[src/adaptive_threshold_calibrator_defines.svh]
// Assertion macros for the adaptive threshold calibrator.
// Used by the top level only; the macros expect clk and rst_n in scope.
`ifndef ADAPTIVE_THRESHOLD_CALIBRATOR_DEFINES_SVH
`define ADAPTIVE_THRESHOLD_CALIBRATOR_DEFINES_SVH

// The consequent must hold in the same cycle as the antecedent.
`define ATC_ASSERT_NOW(lbl, ante, cons, msg) \
  lbl: assert property (@(posedge clk) disable iff (!rst_n) (ante) |-> (cons)) \
    else $error(msg);

// The consequent must hold in the cycle after the antecedent.
`define ATC_ASSERT_NEXT(lbl, ante, cons, msg) \
  lbl: assert property (@(posedge clk) disable iff (!rst_n) (ante) |=> (cons)) \
    else $error(msg);

`endif

[src/atc_pkg.sv]
// Shared types and constants of the adaptive threshold calibrator.
// No dependencies; imported by the controller, the datapath and the top level.
package atc_pkg;

  localparam int PAIRS  = 16;
  localparam int PAIR_W = $clog2(PAIRS);
  localparam int CFG_AW = 4;

  localparam logic [1:0] REG_ALPHA     = 2'd0;
  localparam logic [1:0] REG_MIN_EVENT = 2'd1;
  localparam logic [1:0] REG_DEAD_BAND = 2'd2;

  localparam logic [15:0] ALPHA_RST     = 16'd13107;
  localparam logic [3:0]  MIN_EVENT_RST = 4'd5;
  localparam logic [15:0] DEAD_BAND_RST = 16'd9830;

  localparam logic       CMD_RECORD = 1'b0;
  localparam logic       CMD_RESET  = 1'b1;
  localparam logic [1:0] OC_FP      = 2'd1;
  localparam logic [1:0] OC_FN      = 2'd2;

  localparam logic signed [14:0] STEP_CONF    = 15'sd655;
  localparam logic signed [14:0] STEP_MARGIN  = 15'sd328;
  localparam logic signed [14:0] CONF_HI      = 15'sd6554;
  localparam logic signed [14:0] CONF_LO      = -15'sd3277;
  localparam logic signed [14:0] MARGIN_HI    = 15'sd5243;
  localparam logic signed [14:0] MARGIN_LO    = -15'sd655;
  localparam logic signed [13:0] CONF_CEIL    = 14'sd6488;
  localparam logic signed [13:0] MARGIN_CEIL  = 14'sd5177;
  localparam logic signed [17:0] EFF_CONF_LO  = 18'sd32768;
  localparam logic signed [17:0] EFF_CONF_HI  = 18'sd65208;
  localparam logic signed [17:0] EFF_MARG_LO  = 18'sd328;
  localparam logic signed [17:0] EFF_MARG_HI  = 18'sd16384;
  localparam logic [15:0]        DECAY_MUL    = 16'd45875;

  typedef struct packed {
    logic        command;
    logic [3:0]  pair_index;
    logic [1:0]  outcome;
    logic [15:0] factory_conf;
    logic [15:0] factory_margin;
  } in_word_t;

  typedef struct packed {
    logic [3:0]  out_pair;
    logic [15:0] eff_conf;
    logic [15:0] eff_margin;
    logic        is_restore;
    logic        last;
  } out_word_t;

  typedef struct packed {
    logic [15:0]        fp_rate;
    logic [15:0]        fn_rate;
    logic [3:0]         batch_count;
    logic signed [13:0] conf_delta;
    logic signed [13:0] margin_delta;
    logic [15:0]        base_conf;
    logic [15:0]        base_mrg;
  } entry_t;

  typedef struct packed {
    logic [15:0] ewma_alpha;
    logic [3:0]  batch_min;
    logic [15:0] dead_band;
  } cfg_t;

  typedef struct packed {
    logic cap;
    logic scan_sel;
    logic idx_clr;
    logic idx_inc;
    logic ewma_en;
    logic adapt_en;
    logic fin_wr;
    logic out_load_upd;
    logic out_load_scan;
    logic clr_valid;
  } ctl_cmd_t;

  typedef struct packed {
    logic is_reset;
    logic oor;
    logic emit;
    logic slot_free;
    logic scan_valid;
    logic scan_end;
  } dp_stat_t;

endpackage

[src/atc_ctrl.sv]
// Sequencing state machine of the adaptive threshold calibrator.
// Depends on atc_pkg; drives the datapath through ctl_cmd_t and reads dp_stat_t.
module atc_ctrl
  import atc_pkg::*;
(
  input  logic     clk,
  input  logic     rst_n,
  input  logic     in_valid,
  output logic     in_stall,
  input  dp_stat_t stat,
  output ctl_cmd_t cmd
);

  localparam logic [2:0] ST_IDLE      = 3'd0;
  localparam logic [2:0] ST_RD        = 3'd1;
  localparam logic [2:0] ST_EWMA      = 3'd2;
  localparam logic [2:0] ST_ADAPT     = 3'd3;
  localparam logic [2:0] ST_FIN       = 3'd4;
  localparam logic [2:0] ST_SCAN_RD   = 3'd5;
  localparam logic [2:0] ST_SCAN_EMIT = 3'd6;

  logic [2:0] state_r, state_nxt;

  always_comb begin
    state_nxt = state_r;
    cmd       = '0;
    in_stall  = 1'b1;
    case (state_r)
      ST_IDLE: begin
        in_stall = 1'b0;
        cmd.cap  = in_valid;
        if (in_valid) begin
          state_nxt = ST_RD;
        end
      end
      ST_RD: begin
        if (stat.is_reset) begin
          cmd.idx_clr = 1'b1;
          state_nxt   = ST_SCAN_RD;
        end else if (stat.oor) begin
          state_nxt = ST_IDLE;
        end else begin
          state_nxt = ST_EWMA;
        end
      end
      ST_EWMA: begin
        cmd.ewma_en = 1'b1;
        state_nxt   = ST_ADAPT;
      end
      ST_ADAPT: begin
        cmd.adapt_en = 1'b1;
        state_nxt    = ST_FIN;
      end
      ST_FIN: begin
        if (!stat.emit || stat.slot_free) begin
          cmd.fin_wr       = 1'b1;
          cmd.out_load_upd = stat.emit;
          state_nxt        = ST_IDLE;
        end
      end
      ST_SCAN_RD: begin
        cmd.scan_sel = 1'b1;
        state_nxt    = ST_SCAN_EMIT;
      end
      ST_SCAN_EMIT: begin
        cmd.scan_sel = 1'b1;
        if (!stat.scan_valid || stat.slot_free) begin
          cmd.out_load_scan = stat.scan_valid;
          if (stat.scan_end) begin
            cmd.clr_valid = 1'b1;
            state_nxt     = ST_IDLE;
          end else begin
            cmd.idx_inc = 1'b1;
            state_nxt   = ST_SCAN_RD;
          end
        end
      end
      default: begin
        state_nxt = ST_IDLE;
      end
    endcase
  end

  always_ff @(posedge clk) begin
    if (!rst_n) begin
      state_r <= ST_IDLE;
    end else begin
      state_r <= state_nxt;
    end
  end

endmodule

[config.mk]
export PLATFORM = sky130hd
export DESIGN_NAME = atc_ctrl
export DESIGN_NICKNAME = d
export VERILOG_FILES = /design/src/adaptive_threshold_calibrator_defines.svh /design/src/atc_pkg.sv /design/src/atc_ctrl.sv
export SDC_FILE = /design/constraint.sdc
export NUM_CORES = 1
export LEC_CHECK = 0
export BUFFER_PORTS_ARGS = -buffer_cell sky130_fd_sc_hd__buf_2
export CAP_MARGIN = 5
export CORE_AREA = 2 2 39 41
export DETAILED_ROUTE_END_ITERATION = 6
export DIE_AREA = 0 0 41 43
export GPL_TIMING_DRIVEN = 0
export SLEW_MARGIN = 20
export SYNTH_ARGS = -nofsm -noshare
export SYNTH_HDL_FRONTEND = slang
export SYNTH_SLANG_ARGS = --single-unit
export TNS_END_PERCENT = 1
[constraint.sdc]
create_clock -name clk -period 3 [get_ports clk]
set_clock_uncertainty 0.15 [all_clocks]
set_input_delay 0.45 -clock clk [delete_from_list [all_inputs] [get_ports clk]]
set_output_delay 0.45 -clock clk [all_outputs]
set_load 0.01 [all_outputs]
==> impl_metrics.env, run 1 <==
export IMPL_status="finished clean"
export IMPL_synth_enable_flop_cells=0
export IMPL_routed_wirelength_um=782
export IMPL_sw_share_pct=40.6
export IMPL_crit_path_end_kind="output port"
export IMPL_number_of_clock_sinks=3
export IMPL_clock_tree_root_cell="clkbuf_4"
export IMPL_post_route_cells_drive_above_1_share_pct=41.2
export IMPL_final_setup_viols=0
export IMPL_globalRouteOverflowTotal=0
export IMPL_final_max_slew_viol_count=0
export IMPL_area_growth_syn_to_layout_pct=42.3
export IMPL_switching_power_uw=138
export IMPL_yosys_cell_types_count=26
export IMPL_dp_hpwl_um=602
export IMPL_gp_congestion=0.864
export IMPL_grt_busiest_layer="met1"
export IMPL_first_global_vias=317
export IMPL_count_of_final_hold_check_violations=0
export IMPL_p_leak_nw=0.234
export IMPL_die_w_um=41
export IMPL_reg_largest_list="state_r: 3 flops"
export IMPL_synth_cell_area_um2=334
export IMPL_timing_critical_path_arrival_ns=1.33
export IMPL_postCtsSetupRepairBufs=0
export IMPL_yosys_area_top_type_share_pct=18.0
export IMPL_drv_max_cap_violation_count=0
export IMPL_clkLatencyLatePin_ns=0.23
export IMPL_combinationalPowerShare_pct=57.9
export IMPL_ff_latch_count_synth=3
export IMPL_wire_length_of_the_first_global_routing_pass_um=1350
export IMPL_yosysWarnings=0
export IMPL_start_util_pct=24.1
export IMPL_syn_instance_count=45
export IMPL_worst_setup_path_type="flop to output port"
export IMPL_wl_per_cell_um=9.31
export IMPL_peak_supply_drop_v=0.000229
export IMPL_clock_path_buffers=2
export IMPL_ys_top_cells_by_count="nor2_1, o21ai_0, nor2b_1"
export IMPL_placeableCoreArea_mm2=0.00138
export IMPL_worst_path_max_fanout=10
export IMPL_synthFlopType="dfxtp_1"
export IMPL_die_h_um=43
export IMPL_internal_power_uw=202
export IMPL_drtIter0Drc=4
export IMPL_clkPwrFrac_pct=20.7
export IMPL_post_cts_resized_instances=0
export IMPL_floorplan_die_area_mm2=0.00176
export IMPL_route_vias_total=375
export IMPL_fmax_ghz=0.517
export IMPL_period_minus_slack_ns=1.93
export IMPL_site_rows=14
export IMPL_multi_input_comb_area_um2=246
export IMPL_synthDominantAreaCellType="dfxtp_1"
export IMPL_sequential_to_total_area_share_from_yosys_stat_pct=18.0
export IMPL_setup_tns_ns=0
export IMPL_nFillCells=162
export IMPL_worst_slew_pin_transition_ns=0.240
export IMPL_groute_layer_met3_usage_pct=4.71
export IMPL_initial_antenna_violation_count=0
export IMPL_gr_usage_all_layers_pct=11.2
export IMPL_grt_setup_unrepaired="no"
export IMPL_top_cells_by_area_in_the_synthesized_netlist="dfxtp_1, nor2b_1, o21ai_0"
export IMPL_worst_slack_setup_final_ns=1.07
export IMPL_cts_hold_buffers_added=0
export IMPL_postPlaceCellArea_um2=449
export IMPL_postSynth_asyncResetShare_pct=0
export IMPL_power_per_cell_area_mw_per_mm2=715
export IMPL_vias_per_cell=4.46
export IMPL_grt_use_met1_pct=16.3
export IMPL_cts_tree="yes"
export IMPL_finish_net_count=78
export IMPL_placement_setup_worst_slack_ns=1.32
export IMPL_power_frac_seq_pct=21.4
export IMPL_final_period_utilization_pct=64.4
export IMPL_final_design_area_no_fill_um2=475
export IMPL_hold_path_class="input pin to flop"
export IMPL_router_iterations_before_antenna_repair=2
export IMPL_cts_buffers=3
export IMPL_drc=0
export IMPL_ant_nets=0
export IMPL_area_sequential_um2=60.1
export IMPL_largest_register="state_r"
export IMPL_h_tree_lvl_count=1
export IMPL_worst_setup_hold_path_clk_slew_ns=0.04
export IMPL_antenna_cells=0
export IMPL_largest_net_degree_at_the_start_of_global_routing=11
export IMPL_max_slew_margin_rel_pct=84.0
export IMPL_synth_net_count=54
export IMPL_largest_reg_flops=3
export IMPL_worstPathRequired_ns=2.40
export IMPL_crit_path_start_kind="flop"
export IMPL_postSynthAreaPerCell_um2=7.42
export IMPL_io_pins=20
export IMPL_globalRouteMet2Util_pct=13.4
export IMPL_final_util_pct=34.4
export IMPL_placement_io_buffers=19
## cells in the final DEF (no fill, tap or decap)
cell | synthesis | final
a21boi_0 | 1 | 1
a21oi_1 | 1 | 1
a31oi_1 | 1 | 1
and2_1 | 1 | 1
and3_1 | 1 | 1
and3b_1 | 1 | 1
buf_2 | 1 | 20
buf_4 | 1 | 1
buf_6 | 1 | 1
clkbuf_1 | 0 | 1
clkbuf_4 | 0 | 3
dfxtp_1 | 3 | 3
inv_1 | 1 | 1
nand2_1 | 2 | 2
nand2b_1 | 2 | 2
nand3b_1 | 1 | 1
nor2_1 | 5 | 5
nor2b_1 | 4 | 4
nor3_1 | 2 | 2
nor3b_1 | 3 | 3
nor3b_2 | 1 | 1
o21ai_0 | 5 | 5
o21ai_2 | 1 | 1
o221a_1 | 2 | 2
o22ai_1 | 1 | 1
o31a_1 | 1 | 1
or2b_1 | 1 | 1
or3_4 | 1 | 1
## worst paths after layout
check             start          to  slack (ns)  cells after the start
max          state_r[2]      cmd[0]        1.07                      4
min               rst_n  state_r[2]        0.34                      2
max reg2reg  state_r[2]  state_r[1]        1.64                      4
min reg2reg  state_r[0]  state_r[0]        0.58                      4
## power groups by stage
stage	clock network, mW	logic (mW)	registers, mW
finish	0.0705	0.197	0.0728
global route	0.0827	0.221	0.0743
CTS	0.0749	0.197	0.0723
detailed placement	0	0.196	0.0728
global placement	0	0.197	0.0734
floorplan	0	0.146	0.0678
## cell type report
type / instances / share of cell area [%]
plain buffers: 3 / 5.00
multi-input cells: 38 / 51.8
flip-flops and latches: 3 / 12.6
well taps: 16 / 4.21
repair buffers: 19 / 20.0
clock buffers: 4 / 5.53
inverters: 1 / 0.789
## metal layers
metal	vias up	routed length [um]	part of all wire, %
met5	-	0	0
met4	0	0	0
met3	0	30	3.8
met2	7	359	46
met1	159	393	50
li1	209	-	-
## kinds of logic (layout without fill, tap and decap cells)
kind of cell | count (synthesis) | in the layout | share of synthesized area, %
AO/OA/AOI/OAI | 13 | 13 | 27.0
buffers and inverters | 4 | 27 | 8.24
flip-flops | 3 | 3 | 18.0
AND/OR/NAND/NOR | 25 | 25 | 46.8
## through the flow
step	hold slack, ns	cells	total power, mW
3_5_place_dp	0.571	80	0.269
5_1_grt	0.328	84	0.378
3_3_place_gp	0.572	80	0.271
6_report	0.336	84	0.340
2_1_floorplan	0.436	45	0.214
4_1_cts	0.327	84	0.345
## worst max-delay path, cell delays in order, from the launching register on
cell and delay (ns):
dfxtp_1 0.40, buf_2 0.23, nand3b_1 0.13, nor3b_1 0.18
buf_2 0.15
Note: power is estimated with default switching activity, not from simulation.
==> run 2, diff against run 1 <==
==> constraint.sdc (replaced) <==
create_clock -name clk -period 1.59 [get_ports clk]
set_clock_uncertainty 0.15 [all_clocks]
set_input_delay 0.2385 -clock clk [delete_from_list [all_inputs] [get_ports clk]]
set_output_delay 0.2385 -clock clk [all_outputs]
set_load 0.01 [all_outputs]
==> impl_metrics.env, run 2 (synthesis results as in run 1) <==
export IMPL_status="complete, but fails checks"
export IMPL_violated_checks="setup timing"
export IMPL_cts_buffers=3
export IMPL_worst_slew_pin_transition_ns=0.244
export IMPL_worst_slack_setup_final_ns=-0.0402
export IMPL_worst_hold_slack_ns=0.113
export IMPL_final_period_utilization_pct=103
export IMPL_placement_io_buffers=19
export IMPL_drv_max_cap_violation_count=0
export IMPL_power_frac_seq_pct=21.2
export IMPL_die_w_um=41
export IMPL_initial_antenna_violation_count=0
export IMPL_largest_register="state_r"
export IMPL_dp_hpwl_um=602
export IMPL_wire_length_of_the_first_global_routing_pass_um=1410
export IMPL_clock_tree_root_cell="clkbuf_4"
export IMPL_top_family_by_delay_on_critical_path="simple AND/OR/NAND/NOR gates"
export IMPL_cts_tree="yes"
export IMPL_power_per_cell_area_mw_per_mm2=1360
export IMPL_floorplan_die_area_mm2=0.00176
export IMPL_router_iterations_before_antenna_repair=1
export IMPL_clkLatencyLatePin_ns=0.23
export IMPL_route_vias_total=394
export IMPL_internal_power_uw=431
export IMPL_first_global_vias=328
export IMPL_post_route_cells_drive_above_1_share_pct=51.4
export IMPL_gr_usage_all_layers_pct=11.8
export IMPL_final_max_slew_viol_count=0
export IMPL_period_minus_slack_ns=1.63
export IMPL_cp_slowest_cell="or3_4"
export IMPL_total_power_uw=706
export IMPL_cp_startpoint="state_r[0]"
export IMPL_clkPwrFrac_pct=18.9
export IMPL_drtIter0Drc=0
export IMPL_critical_path_n_buffers_inverters=2
export IMPL_start_util_pct=24.1
export IMPL_fmax_ghz=0.613
export IMPL_vias_per_cell=4.58
export IMPL_crit_chain="buf_6 -> or3_4 -> nor2_2 -> buf_2"
export IMPL_sw_share_pct=38.9
export IMPL_worst_setup_path_type="flop to output port"
export IMPL_p_leak_nw=0.250
export IMPL_max_slew_margin_rel_pct=83.7
export IMPL_clock_path_buffers=2
export IMPL_h_tree_lvl_count=1
export IMPL_crit_path_start_kind="flop"
export IMPL_final_setup_viols=1
export IMPL_finish_net_count=80
export IMPL_routed_wirelength_um=835
export IMPL_die_h_um=43
export IMPL_timing_critical_path_arrival_ns=1.24
export IMPL_crit_path_end_kind="output port"
export IMPL_area_growth_syn_to_layout_pct=55.8
export IMPL_setup_tns_ns=-0.0402
export IMPL_site_rows=14
export IMPL_most_common_cell_after_layout_fill_and_taps_aside="buf_2"
export IMPL_nFillCells=157
export IMPL_final_cells=86
export IMPL_placeableCoreArea_mm2=0.00138
export IMPL_switching_power_uw=275
export IMPL_globalRouteOverflowTotal=0
export IMPL_drc=0
export IMPL_worstPathRequired_ns=1.20
export IMPL_gp_congestion=0.864
export IMPL_combinationalPowerShare_pct=60.0
export IMPL_reg_largest_list="state_r: 3 flops"
export IMPL_largest_net_degree_at_the_start_of_global_routing=11
export IMPL_layout_cells_most_common_list="buf_2, o21ai_0, nor2b_1, nor2_1"
export IMPL_placedCellCount=80
export IMPL_largest_reg_flops=3
export IMPL_antenna_cells=0
export IMPL_peak_supply_drop_v=0.000416
export IMPL_wl_per_cell_um=9.71
export IMPL_number_of_clock_sinks=3
export IMPL_hold_path_startpoint="rst_n"
export IMPL_count_of_final_hold_check_violations=0
export IMPL_hold_path_class="input pin to flop"
export IMPL_worst_path_max_fanout=6
export IMPL_ant_nets=0
export IMPL_cts_hold_buffers_added=0
export IMPL_io_pins=20
export IMPL_timing_critical_path_slowest_cell_delay_ns=0.37
export IMPL_r2r_start="state_r[0]"
export IMPL_grt_setup_unrepaired="yes"
export IMPL_worst_setup_hold_path_clk_slew_ns=0.04
run 2: repair_timing:
action                     in CTS  in global routing
setup endpoints to repair       6                  6
gates resized for setup         8                  4
pin swaps                       2                  3
buffers inserted                1                  1
run 2: stage by stage:
step	instance area [um2]	worst slack, ns	utilization [%]
after floorplan	334	0.193	-
after global placement	449	0.0967	32.5
after detailed placement	449	0.118	32.5
after CTS	499	-0.0816	36.1
after global routing	520	-0.113	37.6
final	520	-0.0402	37.6
run 2: path summary, 6_finish.rpt:
path	end	slack (ns)	depth (start not counted)
setup reg to reg	state_r[1]	0.21	4
hold / removal	state_r[2]	0.11	2
hold reg to reg	state_r[2]	0.54	2
setup / recovery	cmd[9]	-0.04	4
run 2: power groups by stage:
stage	registers, mW	clock network [mW]	logic (mW)
final	0.149	0.133	0.423
after global routing	0.153	0.156	0.475
after CTS	0.149	0.141	0.402
after detailed placement	0.137	0	0.370
after global placement	0.139	0	0.372
after floorplan	0.128	0	0.276
run 2: area by class of cell:
cell class / instances / area, um2 / area share (%)
multi-input combinational: 38 / 258 / 49.5
timing repair buffer: 21 / 110 / 21.2
sequential: 3 / 68.8 / 13.2
buffer: 3 / 33.8 / 6.49
clock buffer: 4 / 26.3 / 5.05
tap: 16 / 20.0 / 3.85
inverter: 1 / 3.75 / 0.721
run 2: per-layer routing:
metal	wire length [um]	track usage (%)
met4	0	6.00
met3	30	4.71
met1	392	16.3
met5	0	0
met2	412	15.3
